$ cat src/hw/rtl/spq_pkg.sv
// Shared types and constants for the sorted priority queue.
// No dependencies; imported by every module of the block.
package spq_pkg;

    localparam int QUEUE_DEPTH = 16;
    localparam int VAL_W       = 32;
    localparam int PRI_W       = 8;
    localparam int CNT_W       = $clog2(QUEUE_DEPTH + 1);
    localparam int OCC_W       = 5;

    localparam logic [OCC_W-1:0] OCC_FULL = OCC_W'(QUEUE_DEPTH);

    localparam logic OP_PUSH = 1'b0;
    localparam logic OP_POP  = 1'b1;

    typedef enum logic [1:0] {
        ST_OK    = 2'd0,
        ST_FULL  = 2'd1,
        ST_EMPTY = 2'd2
    } spq_status_t;

    typedef struct packed {
        logic [VAL_W-1:0] value;
        logic [PRI_W-1:0] prio;
    } spq_entry_t;

    // Broadcast to every cell in the row
    typedef struct packed {
        logic       push;
        logic       pop;
        spq_entry_t item;
    } spq_ctrl_t;

endpackage

$ cat src/hw/rtl/spq_cell.sv
// One slot of the sorted queue: holds an entry, compares it with the broadcast
// key, and shifts toward either neighbor. Depends on spq_pkg.
module spq_cell
    import spq_pkg::*;
(
    input  logic       clk,
    input  spq_ctrl_t  ctrl,
    input  logic       valid,
    input  logic       head,
    input  spq_entry_t left_entry,
    input  logic       left_before,
    input  spq_entry_t right_entry,
    output spq_entry_t entry,
    output logic       ahead
);

    spq_entry_t entry_reg;
    spq_entry_t entry_next;

    // Entry stays ahead of the new key; equal key at the head also stays
    assign ahead = valid && ((entry_reg.prio < ctrl.item.prio) ||
                             (head && (entry_reg.prio == ctrl.item.prio)));
    assign entry = entry_reg;

    always_comb
    begin
        entry_next = entry_reg;
        if (ctrl.push)
        begin
            if (!ahead)
            begin
                if (left_before)
                    entry_next = ctrl.item;
                else
                    entry_next = left_entry;
            end
        end
        else if (ctrl.pop)
        begin
            entry_next = right_entry;
        end
    end

    always_ff @(posedge clk)
    begin
        entry_reg <= entry_next;
    end

endmodule

$ cat src/hw/rtl/sorted_priority_queue.sv
// Sorted priority queue: a row of QUEUE_DEPTH cells kept in ascending priority.
// An accepted beat's result beat is registered and appears in the next cycle.
// Throughput: one push or pop per cycle while the input is not stalled; every cell compares and shifts at once.
// Input stalls only while a result is held and the output side stalls.
// Reset (rst_n, async low) empties the queue and drops any pending result.
module sorted_priority_queue
    import spq_pkg::*;
(
    input  logic             clk,
    input  logic             rst_n,
    input  logic             in_valid,
    output logic             in_stall,
    input  logic             kind,
    input  logic [VAL_W-1:0] item_value,
    input  logic [PRI_W-1:0] item_priority,
    output logic             out_valid,
    input  logic             out_stall,
    output logic [1:0]       status,
    output logic [VAL_W-1:0] out_value,
    output logic [PRI_W-1:0] out_priority,
    output logic [OCC_W-1:0] occupancy
);

    logic [CNT_W-1:0] count_reg, count_next;
    logic             out_valid_reg, out_valid_next;
    spq_status_t      status_reg, status_next;
    spq_entry_t       result_reg, result_next;
    logic [CNT_W-1:0] occ_reg, occ_next;

    spq_ctrl_t                ctrl;
    spq_entry_t               cell_entry [QUEUE_DEPTH];
    logic [QUEUE_DEPTH-1:0]   cell_before;
    logic [QUEUE_DEPTH-1:0]   cell_valid;
    logic                     in_fire;
    logic                     is_full;
    logic                     is_empty;
    logic [OCC_W+CNT_W-1:0]   occ_ext;

    assign in_stall = out_valid_reg && out_stall;
    assign in_fire  = in_valid && !in_stall;
    assign is_full  = (count_reg == CNT_W'(QUEUE_DEPTH));
    assign is_empty = (count_reg == '0);

    assign ctrl.push       = in_fire && (kind == OP_PUSH) && !is_full;
    assign ctrl.pop        = in_fire && (kind == OP_POP) && !is_empty;
    assign ctrl.item.value = item_value;
    assign ctrl.item.prio  = item_priority;

    for (genvar i = 0; i < QUEUE_DEPTH; i++)
    begin : g_cell
        assign cell_valid[i] = (count_reg > CNT_W'(i));
        if (i == 0)
        begin : g_head
            spq_cell u_cell (
                .clk         (clk),
                .ctrl        (ctrl),
                .valid       (cell_valid[i]),
                .head        (1'b1),
                .left_entry  (ctrl.item),
                .left_before (1'b1),
                .right_entry (cell_entry[i+1]),
                .entry       (cell_entry[i]),
                .ahead       (cell_before[i])
            );
        end
        else if (i == QUEUE_DEPTH - 1)
        begin : g_tail
            spq_cell u_cell (
                .clk         (clk),
                .ctrl        (ctrl),
                .valid       (cell_valid[i]),
                .head        (1'b0),
                .left_entry  (cell_entry[i-1]),
                .left_before (cell_before[i-1]),
                .right_entry (cell_entry[i]),
                .entry       (cell_entry[i]),
                .ahead       (cell_before[i])
            );
        end
        else
        begin : g_mid
            spq_cell u_cell (
                .clk         (clk),
                .ctrl        (ctrl),
                .valid       (cell_valid[i]),
                .head        (1'b0),
                .left_entry  (cell_entry[i-1]),
                .left_before (cell_before[i-1]),
                .right_entry (cell_entry[i+1]),
                .entry       (cell_entry[i]),
                .ahead       (cell_before[i])
            );
        end
    end

    always_comb
    begin
        count_next     = count_reg;
        out_valid_next = out_valid_reg && out_stall;
        status_next    = status_reg;
        result_next    = result_reg;
        occ_next       = occ_reg;
        if (in_fire)
        begin
            out_valid_next = 1'b1;
            status_next    = ST_OK;
            result_next    = '0;
            if (kind == OP_PUSH)
            begin
                if (is_full)
                    status_next = ST_FULL;
                else
                    count_next = count_reg + CNT_W'(1);
            end
            else
            begin
                if (is_empty)
                    status_next = ST_EMPTY;
                else
                begin
                    result_next = cell_entry[0];
                    count_next  = count_reg - CNT_W'(1);
                end
            end
            occ_next = count_next;
        end
    end

    always_ff @(posedge clk or negedge rst_n)
    begin
        if (!rst_n)
        begin
            count_reg     <= '0;
            out_valid_reg <= 1'b0;
        end
        else
        begin
            count_reg     <= count_next;
            out_valid_reg <= out_valid_next;
        end
    end

    always_ff @(posedge clk)
    begin
        status_reg <= status_next;
        result_reg <= result_next;
        occ_reg    <= occ_next;
    end

    // occupancy wraps to its field width for deep queues
    assign occ_ext      = {{OCC_W{1'b0}}, occ_reg};
    assign out_valid    = out_valid_reg;
    assign status       = status_reg;
    assign out_value    = result_reg.value;
    assign out_priority = result_reg.prio;
    assign occupancy    = occ_ext[OCC_W-1:0];

endmodule

$ cat config.mk
export PLATFORM = sky130hd
export DESIGN_NAME = sorted_priority_queue
export DESIGN_NICKNAME = d
export VERILOG_FILES = /design/src/hw/rtl/spq_pkg.sv /design/src/hw/rtl/spq_cell.sv /design/src/hw/rtl/sorted_priority_queue.sv
export SDC_FILE = /design/constraint.sdc
export NUM_CORES = 2
export LEC_CHECK = 0
export BUFFER_PORTS_ARGS = -buffer_cell sky130_fd_sc_hd__buf_4
export CAP_MARGIN = 10
export CORE_UTILIZATION = 40
export DETAILED_ROUTE_END_ITERATION = 10
export SLEW_MARGIN = 20
export SYNTH_ARGS = -nofsm -noshare
export SYNTH_HDL_FRONTEND = slang
export SYNTH_SLANG_ARGS = --single-unit
$ cat constraint.sdc
create_clock -name clk -period 9 [get_ports clk]
set_input_delay 1.35 -clock clk [delete_from_list [all_inputs] [get_ports clk]]
set_output_delay 1.35 -clock clk [all_outputs]
set_load 0.05 [all_outputs]
## Word-level counts from Yosys, hierarchy flattened

Index checks and enable logic that the tools add are counted.

| cells by class | value |
|---|---|
| eq/ne operators | 17 |
| $add $sub $neg | 2 |
| reduce and logical (&&, ||, !) cells | 45 |
| bitwise operators | 2 |
| muxes and demuxes | 67 |
| order comparisons | 32 |

Operators with widths:

| kind | number |
|---|---|
| 2-to-1 mux 40 bit | 60 |
| < comparator 8 bit | 16 |
| > comparator 5 x 4 -> 1 bit, second input constant | 8 |
| AND reduction 2 bit | 16 |
| != test 2 bit, second input constant | 15 |
| logical AND 1 bit | 22 |
| > comparator 5 x 3 -> 1 bit, second input constant | 4 |
| 2-to-1 mux 5 bit | 3 |
| > comparator 5 x 1 -> 1 bit, second input constant | 2 |
| > comparator 5 x 2 -> 1 bit, second input constant | 2 |
| == test 8 bit | 1 |
| adder 5 x 1 -> 5 bit, second input constant | 1 |
| == test 5 bit, second input constant | 1 |
| zero test 5 bit | 1 |
| subtractor 5 x 1 -> 5 bit, second input constant | 1 |
| 2-to-1 mux 2 bit | 2 |
| zero test 1 bit | 3 |
| 2-to-1 mux 1 bit | 2 |
| inverter 1 bit | 2 |
| nonzero test 2 bit | 1 |
| OR reduction 2 bit | 1 |
| logical OR 1 bit | 1 |

| word-level totals | value |
|---|---|
| logic and storage cells | 203 |
| output and inout port bits | 49 |
| flip-flop bits (word level) | 693 |

## Logic depth before layout (Yosys ltp)

| logic depth | value |
|---|---|
| depth in word-level cells | 7 |
| depth in mapped cells | 10 |
| depth with buffers taken out | 8 |

## Modules after synthesis

Synthesis repeated with hierarchy kept, for this count alone.

| second synthesis, totals | value |
|---|---|
| cell total of the unflattened synthesis | 3,464 |
| area total of the unflattened synthesis | 38,500.7 um^2 |

Modules (own cells, without submodules):

| module | instances | area each (um^2) | seq. area each (um^2) | cells each |
|---|---|---|---|---|
| spq_cell at g_cell[0].g_head.u_cell ... | 8 | 2,255.9 | 1,201.2 | 204 |
| spq_cell at g_cell[2].g_mid.u_cell ... | 8 | 2,252.2 | 1,201.2 | 204 |
| sorted_priority_queue | 1 | 2,436.1 | 1,561.5 | 200 |

## Least setup slack after synthesis

No wires, ideal clock.

| path | value |
|---|---|
| kind | input -> register |
| start | input port out_stall |
| end | register g_cell[14].g_mid.u_cell.entry_reg (netlist bit g_cell[14].g_mid.u_cell.entry[0]) (enable) |
| setup slack | 2.640 ns |
| buffers on the path | 3 |
| arrival | 5.867 ns |
| stages | 8 |
| required time | 8.507 ns |
| setup time | 0.493 ns |
| path through | nand2_1 -> nand2_1 -> clkinv_1 -> nand2_1 -> buf_2 -> buf_2 -> clkbuf_1 -> o21ai_0 |

| between the ends | value |
|---|---|
| cells in the longest elaborated chain, start to end | 7 |
| elaborated cells on any way between the ends | 10 |

RTL lines:

| what | line | text |
|---|---|---|
| start: declaration | sorted_priority_queue.sv:17 | `input logic out_stall,` |
| logical AND 1 bit (*) | sorted_priority_queue.sv:39 | `assign in_stall = out_valid_reg && out_stall;` |
| zero test 1 bit (*) | sorted_priority_queue.sv:40 | `assign in_fire = in_valid && !in_stall;` |
| logical AND 1 bit (*) | sorted_priority_queue.sv:40 |  |
| via in_fire | sorted_priority_queue.sv:34 | `logic in_fire;` |
| logical AND 1 bit, on equally long branches (2 in a row) | sorted_priority_queue.sv:44, sorted_priority_queue.sv:45 |  |
| != test 2 bit (no line) / nonzero test 2 bit (equally long branches) | -- |  |
| AND reduction 2 bit (no line) (*) | -- |  |
| end signal: assignment | spq_cell.sv:46 | `entry_reg <= entry_next;` |
| end: declaration | spq_cell.sv:17 | `spq_entry_t entry_reg;` |

Mark *: on every way through the listed nets, which the timed path passes. The rest lies on a longest branch.
A chain may end at the register's enable or synchronous reset.

## Worst setup path in the final report

| path | value |
|---|---|
| start | input port item_priority[1] |
| end | register g_cell[13].g_mid.u_cell.entry_reg (netlist bit g_cell[13].g_mid.u_cell.entry[31]) (enable) |

| between the ends | value |
|---|---|
| cells in the longest elaborated chain, start to end | 4 |

RTL lines:

| what | line | text |
|---|---|---|
| start: declaration | sorted_priority_queue.sv:15 | `input logic [PRI_W-1:0] item_priority,` |
| < comparator 8 bit | spq_cell.sv:21 | `assign ahead = valid && ((entry_reg.prio < ctrl.item.prio) \|\|` |
| logical AND 1 bit | spq_cell.sv:21 |  |
| != test 2 bit (no line) | -- |  |
| AND reduction 2 bit (no line) | -- |  |
| end signal: assignment | spq_cell.sv:46 |  |
| end: declaration | spq_cell.sv:17 |  |

Every way passes these cells.

==> results.sh <==
export IMPL_grt_pass1_wl_um=160000
export IMPL_power_leakage_nw=14.9
export IMPL_r2r_end="g_cell[3].g_mid.u_cell.entry[39]"
export IMPL_path_class="in2reg"
export IMPL_utilization=0.453
export IMPL_ff2ff_setup_slack_ns=4.58
export IMPL_die_y_um=302
export IMPL_r2r_start="count_reg[0]"
export IMPL_cts_max_level=3
export IMPL_path_common_cell="buf_4"
export IMPL_ios=94
export IMPL_finalSetupTns_ns=0
export IMPL_layout_drive_gt1_share=0.0973
export IMPL_startpoint_type="input port"
export IMPL_critical_path_slowest_cell="buf_4"
export IMPL_yosys_area_top_type_share=0.573
export IMPL_synth_fp_nets=3599
export IMPL_grt_max_degree=163
export IMPL_largest_register_ffs=560
export IMPL_worstPathMaxFanout=34
export IMPL_rows=109
export IMPL_grt_use_met2=0.371
export IMPL_use_met3=0.0394
export IMPL_grt_use_total=0.231
export IMPL_critPathTopFamily="buffers and inverters"
export IMPL_cp_end_kind="register"
export IMPL_syn_avg_cell_area_um2=10.5
export IMPL_cts_root_buf="clkbuf_16"
export IMPL_final_area_um2=40200
export IMPL_drt_pass1_iter_count=11
export IMPL_drv_slew=0
export IMPL_critical_path_endpoint="g_cell[13].g_mid.u_cell.entry[31]"
export IMPL_cts_buffers=77
export IMPL_dpl_cell_area_um2=37700
export IMPL_hpwl_um=62200
export IMPL_required_ns=9.28
export IMPL_synth_edf_count=687
export IMPL_p_per_area_nw_per_um2=283
export IMPL_grt_overflow=0
export IMPL_period_share=0.529
export IMPL_area_growth_pct=11.6
export IMPL_crit_cells=10
export IMPL_synth_main_ff_cell="edfxtp_1"
export IMPL_ant_nets=0
export IMPL_netlist_instances=3435
export IMPL_relSlewSlack=0.245
export IMPL_cts_tree="built"
export IMPL_cts_buffer_depth=3
export IMPL_cp_num_buf_inv=5
export IMPL_grt_pass1_vias=25251
export IMPL_hold_violations=0
export IMPL_fin_nets=3535
export IMPL_hold_path_class="reg2reg"
export IMPL_slowest_delay_ns=0.78
export IMPL_initial_core_util=0.406
export IMPL_violations="DRC"
export IMPL_crit_chain="buf_4 > inv_1 > buf_4 > ha_1 > a2111oi_2 > nor3_1 > a2111oi_4 > buf_4 > o21ai_4 > buf_4"
export IMPL_postCtsSetupRepairBufs=0
export IMPL_irDropWorstVdd_mv=0.186
export IMPL_drt_iter0_markers=2763
export IMPL_rsz0062_at_grt="false"
export IMPL_ys_seq_area_frac=0.577
export IMPL_grt_busiest_layer="met2"
export IMPL_grt_use_met1=0.323
export IMPL_r2r_worst_path_cells=7
export IMPL_yosysWarnings=0
export IMPL_period_needed_ns=4.76
export IMPL_async_flop_share=0.00866
export IMPL_stdcell_count=4598
export IMPL_via_count=26742
export IMPL_ys_types=57
export IMPL_ys_seq_elements=693
export IMPL_core_um2=88800
export IMPL_via_per_inst=5.82
export IMPL_synth_top_area_cell="edfxtp_1"
export IMPL_die_w_um=302
export IMPL_path_clk_slew_ns=0.06
export IMPL_grt_antenna_before_repair=2
export IMPL_place_gp_congestion=0.882
export IMPL_clkLatencyLatePin_ns=0.63
export IMPL_outcome="finished, violations left"
export IMPL_cts_sinks=693
export IMPL_arrival_ns=5.04
export IMPL_totalWireLength_um=107000
export IMPL_ctsHoldBuffers=0
export IMPL_setup_viol=0
export IMPL_synthTopCellsByCount="687 x edfxtp_1, 655 x nand2_1, 438 x a21oi_1"
export IMPL_dieArea_um2=91300
export IMPL_finalClockSkew_ns=0.0239
export IMPL_tightest_slew_ns=1.10
export IMPL_wl_per_cell_um=23.2
export IMPL_fmax_ghz=0.210
export IMPL_syn_area_um2=36000
export IMPL_dp_cells=4457
export IMPL_synthTopCellsByArea="edfxtp_1 57%, nand2_1 6.8%, a21oi_1 6.1%"
export IMPL_cts_resized=0
export IMPL_setup_worst_path_start="item_priority[1]"
export IMPL_maxCapViolCount=0
export IMPL_numPortBuffers=93
export IMPL_drc_errors=4
export IMPL_yosysMostFrequentCell="edfxtp_1"
[layer usage]
| layer | share of wire | wire length [um] |
|---|---|---|
| met1 | 0.43 | 45700 |
| met2 | 0.47 | 50100 |
| met3 | 0.078 | 8320 |
| met4 | 0.025 | 2690 |
| met5 | 0 | 0 |
[through the flow]
step                      total power [mW]  worst slack, ns  hold WS [ns]
after floorplan                       6.99             2.64         0.496
after global placement                8.13             3.72         0.503
after detailed placement              8.18             3.63         0.513
after CTS                             11.4             4.29         0.507
after global routing                  11.8             4.13         0.514
final                                 11.4             4.24         0.524
[how the worst min path moves through the flow]
stage / slack, ns / from / cells past startpoint / endpoint
finish: 0.52 / g_cell[15].g_tail.u_cell.entry[39] / 2 / g_cell[14].g_mid.u_cell.entry[39]
global route: 0.51 / rst_n / 1 / count_reg[0]
CTS: 0.51 / rst_n / 1 / count_reg[0]
detailed placement: 0.51 / g_cell[15].g_tail.u_cell.entry[27] / 2 / g_cell[14].g_mid.u_cell.entry[27]
global placement: 0.50 / g_cell[15].g_tail.u_cell.entry[39] / 2 / g_cell[14].g_mid.u_cell.entry[39]
floorplan: 0.50 / g_cell[15].g_tail.u_cell.entry[39] / 2 / g_cell[14].g_mid.u_cell.entry[39]
[final cells by class]
cell class | instances | area, um^2
well taps | 1165 | 1460
inverters | 15 | 57.6
diodes | 1 | 2.50
repair buffers | 143 | 1140
fillers | 8299 | 48600
multi-input cells | 2441 | 14300
flip-flops and latches | 693 | 20800
clock buffers | 98 | 2110
clock inverters | 42 | 404
[logic make-up after synthesis]
logic type                 count (synthesis)  synth area share
buffers and inverters                    301            0.0359
xor gates and xnor gates                   2          0.000486
DFF                                      693             0.577
AOI/OAI and AO/OA                        880             0.142
adders and majority gates                119            0.0413
muxes                                    215            0.0612
and+or+nand+nor                         1225             0.142
[report_power, final]
| group | total [mW] | switching, mW | internal (mW) |
|---|---|---|---|
| sequential | 4.68 | 0.330 | 4.35 |
| clock | 3.21 | 1.35 | 1.86 |
| combinational | 3.47 | 2.46 | 1.02 |
| total | 11.4 | 4.13 | 7.23 |
[worst min-delay path: stages, from the launching register on]
cell and delay [ns]:
edfxtp_1 0.32, nand2_1 0.04, o21ai_0 0.06
[cell usage in the layout, fill, tap and decap left out, types with 119 or more instances in the layout]
cell      count
a21oi_1     437
buf_4       138
edfxtp_1    687
ha_1        119
mux2i_1     174
nand2_1     651
nand3_1     206
nor2_1      264
o211ai_1    199
o21ai_0     122
No activity file was read; power rests on OpenSTA's default activity.
